**config.mk**
```make
export PLATFORM = sky130hd
export DESIGN_NAME = generational_slot_allocator
export DESIGN_NICKNAME = d
export VERILOG_FILES = /design/src/sv/gsa_pkg.sv /design/src/sv/gsa_ram.sv /design/src/sv/gsa_ctrl.sv /design/src/sv/gsa_dp.sv /design/src/sv/generational_slot_allocator.sv
export SDC_FILE = /design/constraint.sdc
export NUM_CORES = 2
export LEC_CHECK = 0
export BUFFER_PORTS_ARGS = -buffer_cell sky130_fd_sc_hd__buf_2
export CAP_MARGIN = 20
export CORE_MARGIN = 3
export CORE_UTILIZATION = 30
export DETAILED_ROUTE_END_ITERATION = 16
export PLACE_DENSITY = 0.51
export SYNTH_ARGS = -nofsm -noshare
export SYNTH_HDL_FRONTEND = slang
export SYNTH_MEMORY_MAX_BITS = 65536
export SYNTH_SLANG_ARGS = --single-unit
```
**constraint.sdc**
```tcl
create_clock -name clk -period 13.1 [get_ports clk]
set_input_delay 0.655 -clock clk [delete_from_list [all_inputs] [get_ports clk]]
set_output_delay 0.655 -clock clk [all_outputs]
set_load 0.1 [all_outputs]
```
**src/sv/gsa_pkg.sv**
```systemverilog
// Shared types and codes for the generational slot allocator.
// No dependencies.
`timescale 1ns / 1ps

package gsa_pkg;

  localparam int GEN_W = 32;

  typedef logic [1:0] cmd_t;
  typedef logic [1:0] status_t;

  localparam cmd_t CMD_ALLOC   = 2'd0;
  localparam cmd_t CMD_RELEASE = 2'd1;
  localparam cmd_t CMD_RESOLVE = 2'd2;
  localparam cmd_t CMD_CLEAR   = 2'd3;

  localparam status_t ST_OK    = 2'd0;
  localparam status_t ST_FULL  = 2'd1;
  localparam status_t ST_STALE = 2'd2;
  localparam status_t ST_RANGE = 2'd3;

  typedef struct packed {
    logic load;
    logic exec;
  } ctl_t;

endpackage

```
**src/sv/gsa_ram.sv**
```systemverilog
// Generic single-write, single-read RAM with registered read data.
// No dependencies.
`timescale 1ns / 1ps

module gsa_ram #(
  parameter int WIDTH = 8,
  parameter int DEPTH = 64,
  localparam int AW = $clog2(DEPTH)
) (
  input  logic             clk,
  input  logic             wr_en,
  input  logic [AW-1:0]    wr_addr,
  input  logic [WIDTH-1:0] wr_data,
  input  logic             rd_en,
  input  logic [AW-1:0]    rd_addr,
  output logic [WIDTH-1:0] rd_data
);

  logic [WIDTH-1:0] mem [DEPTH];

  always_ff @(posedge clk) begin
    if (wr_en) begin
      mem[wr_addr] <= wr_data;
    end
    if (rd_en) begin
      rd_data <= mem[rd_addr];
    end
  end

endmodule

```
**src/sv/gsa_ctrl.sv**
```systemverilog
// Command sequencer for the slot allocator: accept, execute, report.
// Depends on gsa_pkg.
`timescale 1ns / 1ps

module gsa_ctrl (
  input  logic          clk,
  input  logic          rst,
  input  logic          start,
  output logic          busy,
  output logic          done,
  output gsa_pkg::ctl_t ctl
);

  import gsa_pkg::*;

  localparam logic S_IDLE = 1'b0;
  localparam logic S_EXEC = 1'b1;

  logic state;
  logic state_next;

  always_comb begin
    ctl.load   = start && (state == S_IDLE);
    ctl.exec   = (state == S_EXEC);
    busy       = (state != S_IDLE);
    case (state)
      S_IDLE:  state_next = ctl.load ? S_EXEC : S_IDLE;
      S_EXEC:  state_next = S_IDLE;
      default: state_next = S_IDLE;
    endcase
  end

  always_ff @(posedge clk) begin
    if (rst) begin
      state <= S_IDLE;
      done  <= 1'b0;
    end else begin
      state <= state_next;
      done  <= ctl.exec;
    end
  end

endmodule

```
**src/sv/gsa_dp.sv**
```systemverilog
// Datapath of the slot allocator: slot table, free queue, counters, result word.
// Depends on gsa_pkg and gsa_ram.
`timescale 1ns / 1ps

module gsa_dp #(
  parameter int SLOTS = 64,
  localparam int IW = $clog2(SLOTS),
  localparam int CW = $clog2(SLOTS + 1)
) (
  input  logic                        clk,
  input  logic                        rst,
  input  gsa_pkg::ctl_t               ctl,
  input  gsa_pkg::cmd_t               cmd,
  input  logic [IW-1:0]               slot_index,
  input  logic [gsa_pkg::GEN_W-1:0]   generation,
  output logic                        ok,
  output gsa_pkg::status_t            status,
  output logic [IW-1:0]               out_slot,
  output logic [gsa_pkg::GEN_W-1:0]   out_generation,
  output logic [CW-1:0]               active_count
);

  import gsa_pkg::*;

  localparam int SW = GEN_W + 1;
  localparam int QW = IW + GEN_W;

  cmd_t             cmd_q;
  logic [IW-1:0]    idx_q;
  logic [GEN_W-1:0] gen_q;

  logic [CW-1:0] slots_used, slots_used_next;
  logic [IW-1:0] head, head_next;
  logic [IW-1:0] tail, tail_next;
  logic [CW-1:0] free_count, free_count_next;
  logic [CW-1:0] live_count, live_count_next;

  logic             ok_next;
  status_t          status_next;
  logic [IW-1:0]    slot_next;
  logic [GEN_W-1:0] gen_out_next;

  logic          sw_en;
  logic [IW-1:0] sw_addr;
  logic [SW-1:0] sw_data;
  logic [SW-1:0] slot_rd;
  logic          fq_we;
  logic [QW-1:0] fq_wdata;
  logic [QW-1:0] fq_rd;

  logic             in_range;
  logic             cur_live;
  logic [GEN_W-1:0] cur_gen;
  logic [GEN_W-1:0] gen_inc;
  logic [GEN_W-1:0] gen_bump;
  logic [IW-1:0]    head_inc;
  logic [IW-1:0]    tail_inc;

  gsa_ram #(.WIDTH(SW), .DEPTH(SLOTS)) u_slot_ram (
    .clk     (clk),
    .wr_en   (sw_en),
    .wr_addr (sw_addr),
    .wr_data (sw_data),
    .rd_en   (ctl.load),
    .rd_addr (slot_index),
    .rd_data (slot_rd)
  );

  gsa_ram #(.WIDTH(QW), .DEPTH(SLOTS)) u_free_ram (
    .clk     (clk),
    .wr_en   (fq_we),
    .wr_addr (tail),
    .wr_data (fq_wdata),
    .rd_en   (ctl.load),
    .rd_addr (head),
    .rd_data (fq_rd)
  );

  assign cur_live = slot_rd[SW-1];
  assign cur_gen  = slot_rd[GEN_W-1:0];
  assign gen_inc  = cur_gen + 1'b1;
  assign gen_bump = (gen_inc == '0) ? GEN_W'(1) : gen_inc;
  assign in_range = CW'(idx_q) < slots_used;
  assign head_inc = (head == IW'(SLOTS - 1)) ? '0 : head + 1'b1;
  assign tail_inc = (tail == IW'(SLOTS - 1)) ? '0 : tail + 1'b1;

  always_comb begin
    slots_used_next = slots_used;
    head_next       = head;
    tail_next       = tail;
    free_count_next = free_count;
    live_count_next = live_count;
    ok_next         = 1'b0;
    status_next     = ST_OK;
    slot_next       = '0;
    gen_out_next    = '0;
    sw_en           = 1'b0;
    sw_addr         = idx_q;
    sw_data         = {1'b0, gen_bump};
    fq_we           = 1'b0;
    fq_wdata        = {idx_q, gen_bump};
    case (cmd_q)
      CMD_ALLOC: begin
        if (free_count != '0) begin
          slot_next       = fq_rd[QW-1:GEN_W];
          gen_out_next    = fq_rd[GEN_W-1:0];
          head_next       = head_inc;
          free_count_next = free_count - 1'b1;
          ok_next         = 1'b1;
        end else if (slots_used != CW'(SLOTS)) begin
          slot_next       = slots_used[IW-1:0];
          gen_out_next    = GEN_W'(1);
          slots_used_next = slots_used + 1'b1;
          ok_next         = 1'b1;
        end else begin
          status_next = ST_FULL;
        end
        if (ok_next) begin
          sw_en           = 1'b1;
          sw_addr         = slot_next;
          sw_data         = {1'b1, gen_out_next};
          live_count_next = live_count + 1'b1;
        end
      end
      CMD_RELEASE: begin
        if (!in_range) begin
          status_next = ST_RANGE;
        end else if (!cur_live) begin
          status_next = ST_STALE;
        end else begin
          sw_en           = 1'b1;
          fq_we           = 1'b1;
          tail_next       = tail_inc;
          free_count_next = free_count + 1'b1;
          if (live_count != '0) begin
            live_count_next = live_count - 1'b1;
          end
          ok_next = 1'b1;
        end
      end
      CMD_RESOLVE: begin
        if (!in_range) begin
          status_next = ST_RANGE;
        end else if (gen_q == '0 || !cur_live || cur_gen != gen_q) begin
          status_next = ST_STALE;
        end else begin
          ok_next = 1'b1;
        end
      end
      CMD_CLEAR: begin
        slots_used_next = '0;
        head_next       = '0;
        tail_next       = '0;
        free_count_next = '0;
        live_count_next = '0;
        ok_next         = 1'b1;
      end
      default: begin
        status_next = ST_OK;
      end
    endcase
  end

  always_ff @(posedge clk) begin
    if (ctl.load) begin
      cmd_q <= cmd;
      idx_q <= slot_index;
      gen_q <= generation;
    end
    if (ctl.exec) begin
      ok             <= ok_next;
      status         <= status_next;
      out_slot       <= slot_next;
      out_generation <= gen_out_next;
      active_count   <= live_count_next;
    end
  end

  always_ff @(posedge clk) begin
    if (rst) begin
      slots_used <= '0;
      head       <= '0;
      tail       <= '0;
      free_count <= '0;
      live_count <= '0;
    end else if (ctl.exec) begin
      slots_used <= slots_used_next;
      head       <= head_next;
      tail       <= tail_next;
      free_count <= free_count_next;
      live_count <= live_count_next;
    end
  end

endmodule

```
**src/sv/generational_slot_allocator.sv**
```systemverilog
// Each command is accepted when start is high and busy is low, the slot table
// and free queue are read and written in the execute cycle that follows, and
// the result appears the cycle after that with done high for exactly one cycle.
// The receiver cannot stall, so results must be taken when done is high. A new
// command may be accepted in the same cycle that done is shown. Clear is a
// single command: slots never handed out since the last clear are out of range
// and are handed out fresh with generation 1, so no sweep of the tables is
// needed. Freed slots are reused oldest first.
// Depends on gsa_pkg, gsa_ctrl, gsa_dp.
`timescale 1ns / 1ps

module generational_slot_allocator #(
  parameter int SLOTS = 64,
  localparam int IW = $clog2(SLOTS),
  localparam int CW = $clog2(SLOTS + 1)
) (
  input  logic                        clk,
  input  logic                        rst,
  input  logic                        start,
  output logic                        busy,
  input  gsa_pkg::cmd_t               cmd,
  input  logic [IW-1:0]               slot_index,
  input  logic [gsa_pkg::GEN_W-1:0]   generation,
  output logic                        done,
  output logic                        ok,
  output gsa_pkg::status_t            status,
  output logic [IW-1:0]               out_slot,
  output logic [gsa_pkg::GEN_W-1:0]   out_generation,
  output logic [CW-1:0]               active_count
);

  import gsa_pkg::*;

  ctl_t ctl;

  gsa_ctrl u_ctrl (
    .clk   (clk),
    .rst   (rst),
    .start (start),
    .busy  (busy),
    .done  (done),
    .ctl   (ctl)
  );

  gsa_dp #(.SLOTS(SLOTS)) u_dp (
    .clk            (clk),
    .rst            (rst),
    .ctl            (ctl),
    .cmd            (cmd),
    .slot_index     (slot_index),
    .generation     (generation),
    .ok             (ok),
    .status         (status),
    .out_slot       (out_slot),
    .out_generation (out_generation),
    .active_count   (active_count)
  );

endmodule

```
# Word-level counts from Yosys, hierarchy flattened
# Memory sizes are Yosys's and may differ from the RTL's. A register that Yosys moved wholly into a read port is not among the register bits.
# Index checks and enable logic that the tools add are counted.
# word_totals
ramBits	4544
output_inout_bits	50
inputBits	43
ff_bits	123
memories	2
word_cells	107
# op_classes
n_eq_ne	12
reduce_logical	16
n_addsub	8
n_bitwise	1
magnitude_cmp	1
n_mux	52
# mem_list
name	words	width	read_ports	rd_ports_with_merged_regs	wr	line_no	text
u_dp.u_free_ram.mem	64	38	1	1	1	gsa_ram.sv:19	logic [WIDTH-1:0] mem [DEPTH];
u_dp.u_slot_ram.mem	64	33	1	1	1	gsa_ram.sv:19	
# ops
cell	count
33-bit two-way mux	2
32-bit logical NOT	2
32-bit two-way mux	2
7-bit two-way mux	9
6-bit two-way mux	9
7-bit one-hot mux with 3 select lines	2
32-bit by 1-bit adder with 32-bit output, second input constant	1
32-bit != test	1
6-bit one-hot mux with 2 select lines	2
7-bit by 1-bit adder with 7-bit output, second input constant	3
1-bit two-way mux	16
7-bit one-hot mux with 2 select lines	1
7-bit nonzero test	2
7-bit by 1-bit subtractor with 7-bit output, second input constant	2
6-bit by 1-bit adder with 6-bit output, second input constant	2
6-bit == test, second input constant	2
2-bit two-way mux	5
4-bit AND reduction	2
6-bit by 7-bit < comparator with 1-bit output	1
7-bit != test, second input constant	1
2-bit by 1-bit != test with 1-bit output, second input constant	3
2-bit one-hot mux with 3 select lines	1
5-bit AND reduction	1
2-bit == test, second input constant	2
other kinds (12)	16

# Logic depth before layout (Yosys ltp)
# logic_depth
word_depth	8
mapped_depth	12
ltp_nobuf	11

# Cells and area by module
# A second synthesis with hierarchy kept.
# hier_totals
cells_unflattened	8317
hier_area_um2	182034.6
# modules_own_cells
mod	seq_area_each_um2	cells_per_inst	area_per_inst_um2	n_inst
gsa_ram (u_dp.u_free_ram)	74171.1	3989	93319.5	1
gsa_ram (u_dp.u_slot_ram)	64411.8	3598	81523.2	1
gsa_dp	3303.2	724	7116.8	1
gsa_ctrl	40.0	6	75.1	1

# Least setup slack after synthesis
# No wires, ideal clock.
# synth_path
path_type	flip-flop to flip-flop
from	reg u_ctrl.state (netlist: u_ctrl.busy)
to	reg u_dp.cmd_q[0], enable pin
arrival_time_ns	6.519
required_ns	12.506
stages_incl_launch_ff	3
synth_period_minus_slack_ns	7.113
setup_ns	0.594
n_path_buf	1
setup_slack_ns	5.987
cell_sequence	dfxtp_1 -> clkbuf_1 -> nor2b_1
# synth_via
elab_chain_cells	2
# synth_lines
item	line_no	text
from (decl)	gsa_ctrl.sv:19	logic state;
from (signal assigned)	gsa_ctrl.sv:38	state <= state_next;
1-bit inverter	gsa_ctrl.sv:23	ctl.load = start && (state == S_IDLE);
1-bit logical AND	gsa_ctrl.sv:23	
net u_dp.u_free_ram.rd_en	gsa_ram.sv:14	input logic rd_en,
to (signal assigned)	gsa_dp.sv:166	cmd_q <= cmd;
to (decl)	gsa_dp.sv:28	cmd_t cmd_q;
# The timed path passes the listed nets, and every way through them passes these cells.
# A chain may end at the register's enable or synchronous reset.

# Final worst setup path
# layout_path
from	reg u_dp.idx_q[4]
to	mem u_dp.u_free_ram.mem[22][6] (netlist name), enable pin
# layout_via
elab_chain_cells	5
# layout_lines
item	line_no	text
from (decl)	gsa_dp.sv:29	logic [IW-1:0] idx_q;
from (signal assigned)	gsa_dp.sv:167	idx_q <= slot_index;
6-bit by 7-bit < comparator with 1-bit output	gsa_dp.sv:83	assign in_range = CW'(idx_q) < slots_used;
1-bit two-way mux	gsa_dp.sv:126	if (!in_range) begin
1-bit two-way mux	gsa_dp.sv:102	case (cmd_q)
1-bit two-way mux	gsa_ram.sv:22	if (wr_en) begin
1-bit two-way mux (implied by the code)	gsa_ram.sv:23	mem[wr_addr] <= wr_data;
to (decl)	gsa_ram.sv:19	
# Every way passes these cells.

==> out/qor.txt <==
Chip Width = 784.5 um
Initial DRC count = 11433
M3 GR Usage = 0.03438
Total CTS buffers = 481
Cell Pwr Density = 153.1 nW/um^2
Layout Nets = 8015
Startpoint types = register
Max FO, Critical Path = 66
Worst vdd ir = 126.0 uV
FP Rows = 285
Hold WC Path Type = input port to register
Via density = 5.260
Class of the most critical setup path = register to register
Gr usage total = 0.1714
Crit end category = register
Total grt overflow = 0
WP data arrival = 5.93 ns
Cells along the critical path = buf_4 > ha_1 > a21o_1 > a21oi_1 > o21ai_1 > a21o_1 > or4b_2 > nor2_4 > buf_4
Post-DP Area = 194600 sq um
Clock latency on the worst-skew pair = 1.04 ns
PnR worst setup slack = 7.777 ns
Root Buffer = clkbuf_16
Main synth FF type = edfxtp_1
DR DRC count = 0
Register bit total from synthesis = 4738
Clk_skew = 0.07764 ns
Share of post-route cells with drive strength above 1 = 0.3294
Initial core utilization = 0.3014
Met2 usage = 0.2708
Syn Inst Count = 7454
H-tree lvl count = 5
CTS tree = built
Status = complete, no violations
HPWL after detailed placement = 298.4 mm
Post-route setup TNS = 0 ns
CP max stage delay = 0.93 ns
Worst EP required = 13.70 ns
EDFF count, synth = 4703
Yosys top cell by area = edfxtp_1
Via Count = 86294
Drt first pass iters = 7
Seq/Total Area, Yosys = 0.7805
Unrepaired setup endpoints after global routing = false
Tmin final = 5.323 ns
Final Util = 0.3487
Leak = 62.74 nW
Wire length of the first global-routing pass = 739.1 mm
Die Ht = 784.5 um
Final instance area = 210400 sq um
Maxcap violations = 0
Mapped Avg Cell Area = 24.39 sq um
IO Pins = 93
Slowest CP cell = or4b_2
Peak Freq = 187.9 MHz
Ys Warns = 0
Largest net degree at the start of global routing = 133
Top cells by area, synth = edfxtp_1 (78%), mux4_2 (18%), clkbuf_1 (0.56%)
Slew Limit Fails = 0
Area grow syn2layout = 15.69%
Final setup fails = 0
Antenna violations before repair = 50
Final Hold Vio Count = 0
Die area = 615500 sq um
Post-synth top area share = 0.7766
Async SR Flop Fraction = 0
Gpl congestion = 0.8478
Pre-CTS setup slack = 7.588 ns
Final worst-path cycle share = 0.4063
GR peak layer = met2
Syn nets = 7521
Routed WL per cell = 32.89 um
Clock sink count = 4738
Number of global-route vias before repair = 87365
Remaining antenna violation count = 0
GR Layer Usage met1 = 0.2417
Post-Syn Area = 181800 sq um
Slew @ Worst Pin = 1.279 ns
Slew HR = 0.1399
Clock tree buffer depth = 4
Clock transition at path regs = 0.06 ns
Floorplan core area = 603400 sq um
Total wire length = 539.6 mm
Yosys cell types = 75
Port bufs = 92
[repair_timing]
action | CTS | global route
hold endpoints to repair | 34 | 0
buffers inserted | 0 | 0
gates resized for setup | 0 | 0
hold buffers | 34 | 0
[cell usage after synthesis (3+ instances only)]
master,number
nor3_1,23
nand2b_1,8
nor4_1,26
nand4_1,15
o21a_1,6
nor3b_1,3
nand3_1,30
o211ai_1,6
buf_2,24
a31oi_1,7
edfxtp_1,4703
a211oi_1,9
and3_1,48
nor2b_1,6
a21o_1,36
buf_1,106
ha_1,23
o2111ai_1,5
clkbuf_1,269
mux2_2,20
a41oi_1,4
o31a_1,3
xor2_1,44
or3_1,12
nand3b_1,9
o21ai_0,46
or4_1,3
xnor2_1,25
mux2i_1,31
nand2_1,66
a311oi_1,5
nor4b_1,3
o21ai_1,9
dfxtp_1,35
o21bai_1,4
and2_1,3
nand4b_1,4
inv_1,31
mux4_2,1471
nor2_1,192
a21oi_1,30
or3b_2,4
[stage by stage]
stage          power (mW)  cells  hold WS (ns)
2_1_floorplan       18.35   7454        0.4705
3_3_place_gp        19.08  15450        0.5097
3_5_place_dp        19.14  15456        0.5097
4_1_cts             32.49  16382       0.08689
5_1_grt             33.18  16401        0.1724
6_report            32.22  16407        0.1964
[final cells by class]
cell class                 instances  area [sq um]
inverter                          33         123.9
timing repair buffer             411          3329
clock inverter                   306          2709
multi-input combinational       2283         39660
tap                             8036         10050
clock buffer                     586         12520
sequential                      4738        142000
fill                           55176        393000
antenna                           14         35.03
[per-layer routing]
layer | wire length, um | up-vias
li1 | - | 33394
met1 | 227300 | 48244
met3 | 43230 | 790
met4 | 16800 | 20
met2 | 252200 | 3846
met5 | 129 | -
[layout by cell type (no fill, tap or decap), types with 19 or more instances in the layout]
cell / count
nand3_1: 30
buf_4: 259
dlygate4sd3_1: 34
a21oi_1: 30
nor2_1: 64
mux4_2: 1471
nor2_4: 128
mux2i_1: 31
mux2_2: 20
clkinv_1: 129
a21o_2: 26
clkbuf_16: 485
inv_1: 30
bufinv_16: 39
buf_2: 87
buf_12: 19
nor4_1: 26
nand2_1: 65
o21ai_0: 46
ha_1: 22
edfxtp_1: 4703
xor2_1: 34
dfxtp_1: 28
and3_1: 48
nor3_1: 22
clkinv_2: 96
clkbuf_1: 101
[critical path, delay by kind of cell (launching register included)]
family          cells  cell delay, ns
fa+ha+maj           1            0.38
compound gates      4            1.07
buf+inv             2            1.18
simple gates        2            1.84
flops               1            0.32
[where the power goes]
part	leakage [nW]	internal, mW	switching (mW)
Clock	7.43	7.55	5.84
Combinational	12.5	0.489	1.20
Sequential	42.8	17.1	0.0887
Total	62.7	25.1	7.13
[final timing paths]
path | depth (start not counted) | start | slack, ns | end
max | 9 | u_dp.idx_q[4] | 7.78 | u_dp.u_free_ram.mem[22][6]
min | 2 | rst | 0.20 | u_dp.head[1]
max reg2reg | 9 | u_dp.idx_q[4] | 7.78 | u_dp.u_free_ram.mem[22][6]
min reg2reg | 2 | u_dp.free_count[5] | 0.53 | u_dp.free_count[5]
[registers in the layout (all words and copies together), names as in the netlist]
register / count
u_dp.ok: 1
u_dp.head: 6
u_ctrl.busy: 1
u_dp.u_slot_ram.mem: 2112
u_dp.u_free_ram.rd_data: 38
u_dp.u_slot_ram.rd_data: 33
u_dp.status: 2
u_dp.gen_q: 32
u_dp.free_count: 7
u_dp.idx_q: 6
u_ctrl.done: 1
u_dp.out_generation: 32
u_dp.live_count: 7
u_dp.out_slot: 6
u_dp.slots_used: 7
u_dp.cmd_q: 2
u_dp.tail: 6
u_dp.u_free_ram.mem: 2432
u_dp.active_count: 7
[kinds of logic (layout without fill, tap and decap cells)]
group | Yosys count | in the layout | synth area share
DFF | 4738 | 4738 | 0.7805
muxes | 1522 | 1522 | 0.1851
and+or+nand+nor | 470 | 470 | 0.01279
buffers and inverters | 433 | 1336 | 0.009110
AOI/OAI and AO/OA | 198 | 198 | 0.007445
xor gates and xnor gates | 69 | 69 | 0.003323
adders and majority gates | 24 | 24 | 0.001693
other | 0 | 14 | 0
Power figures use the tool's default switching activity.
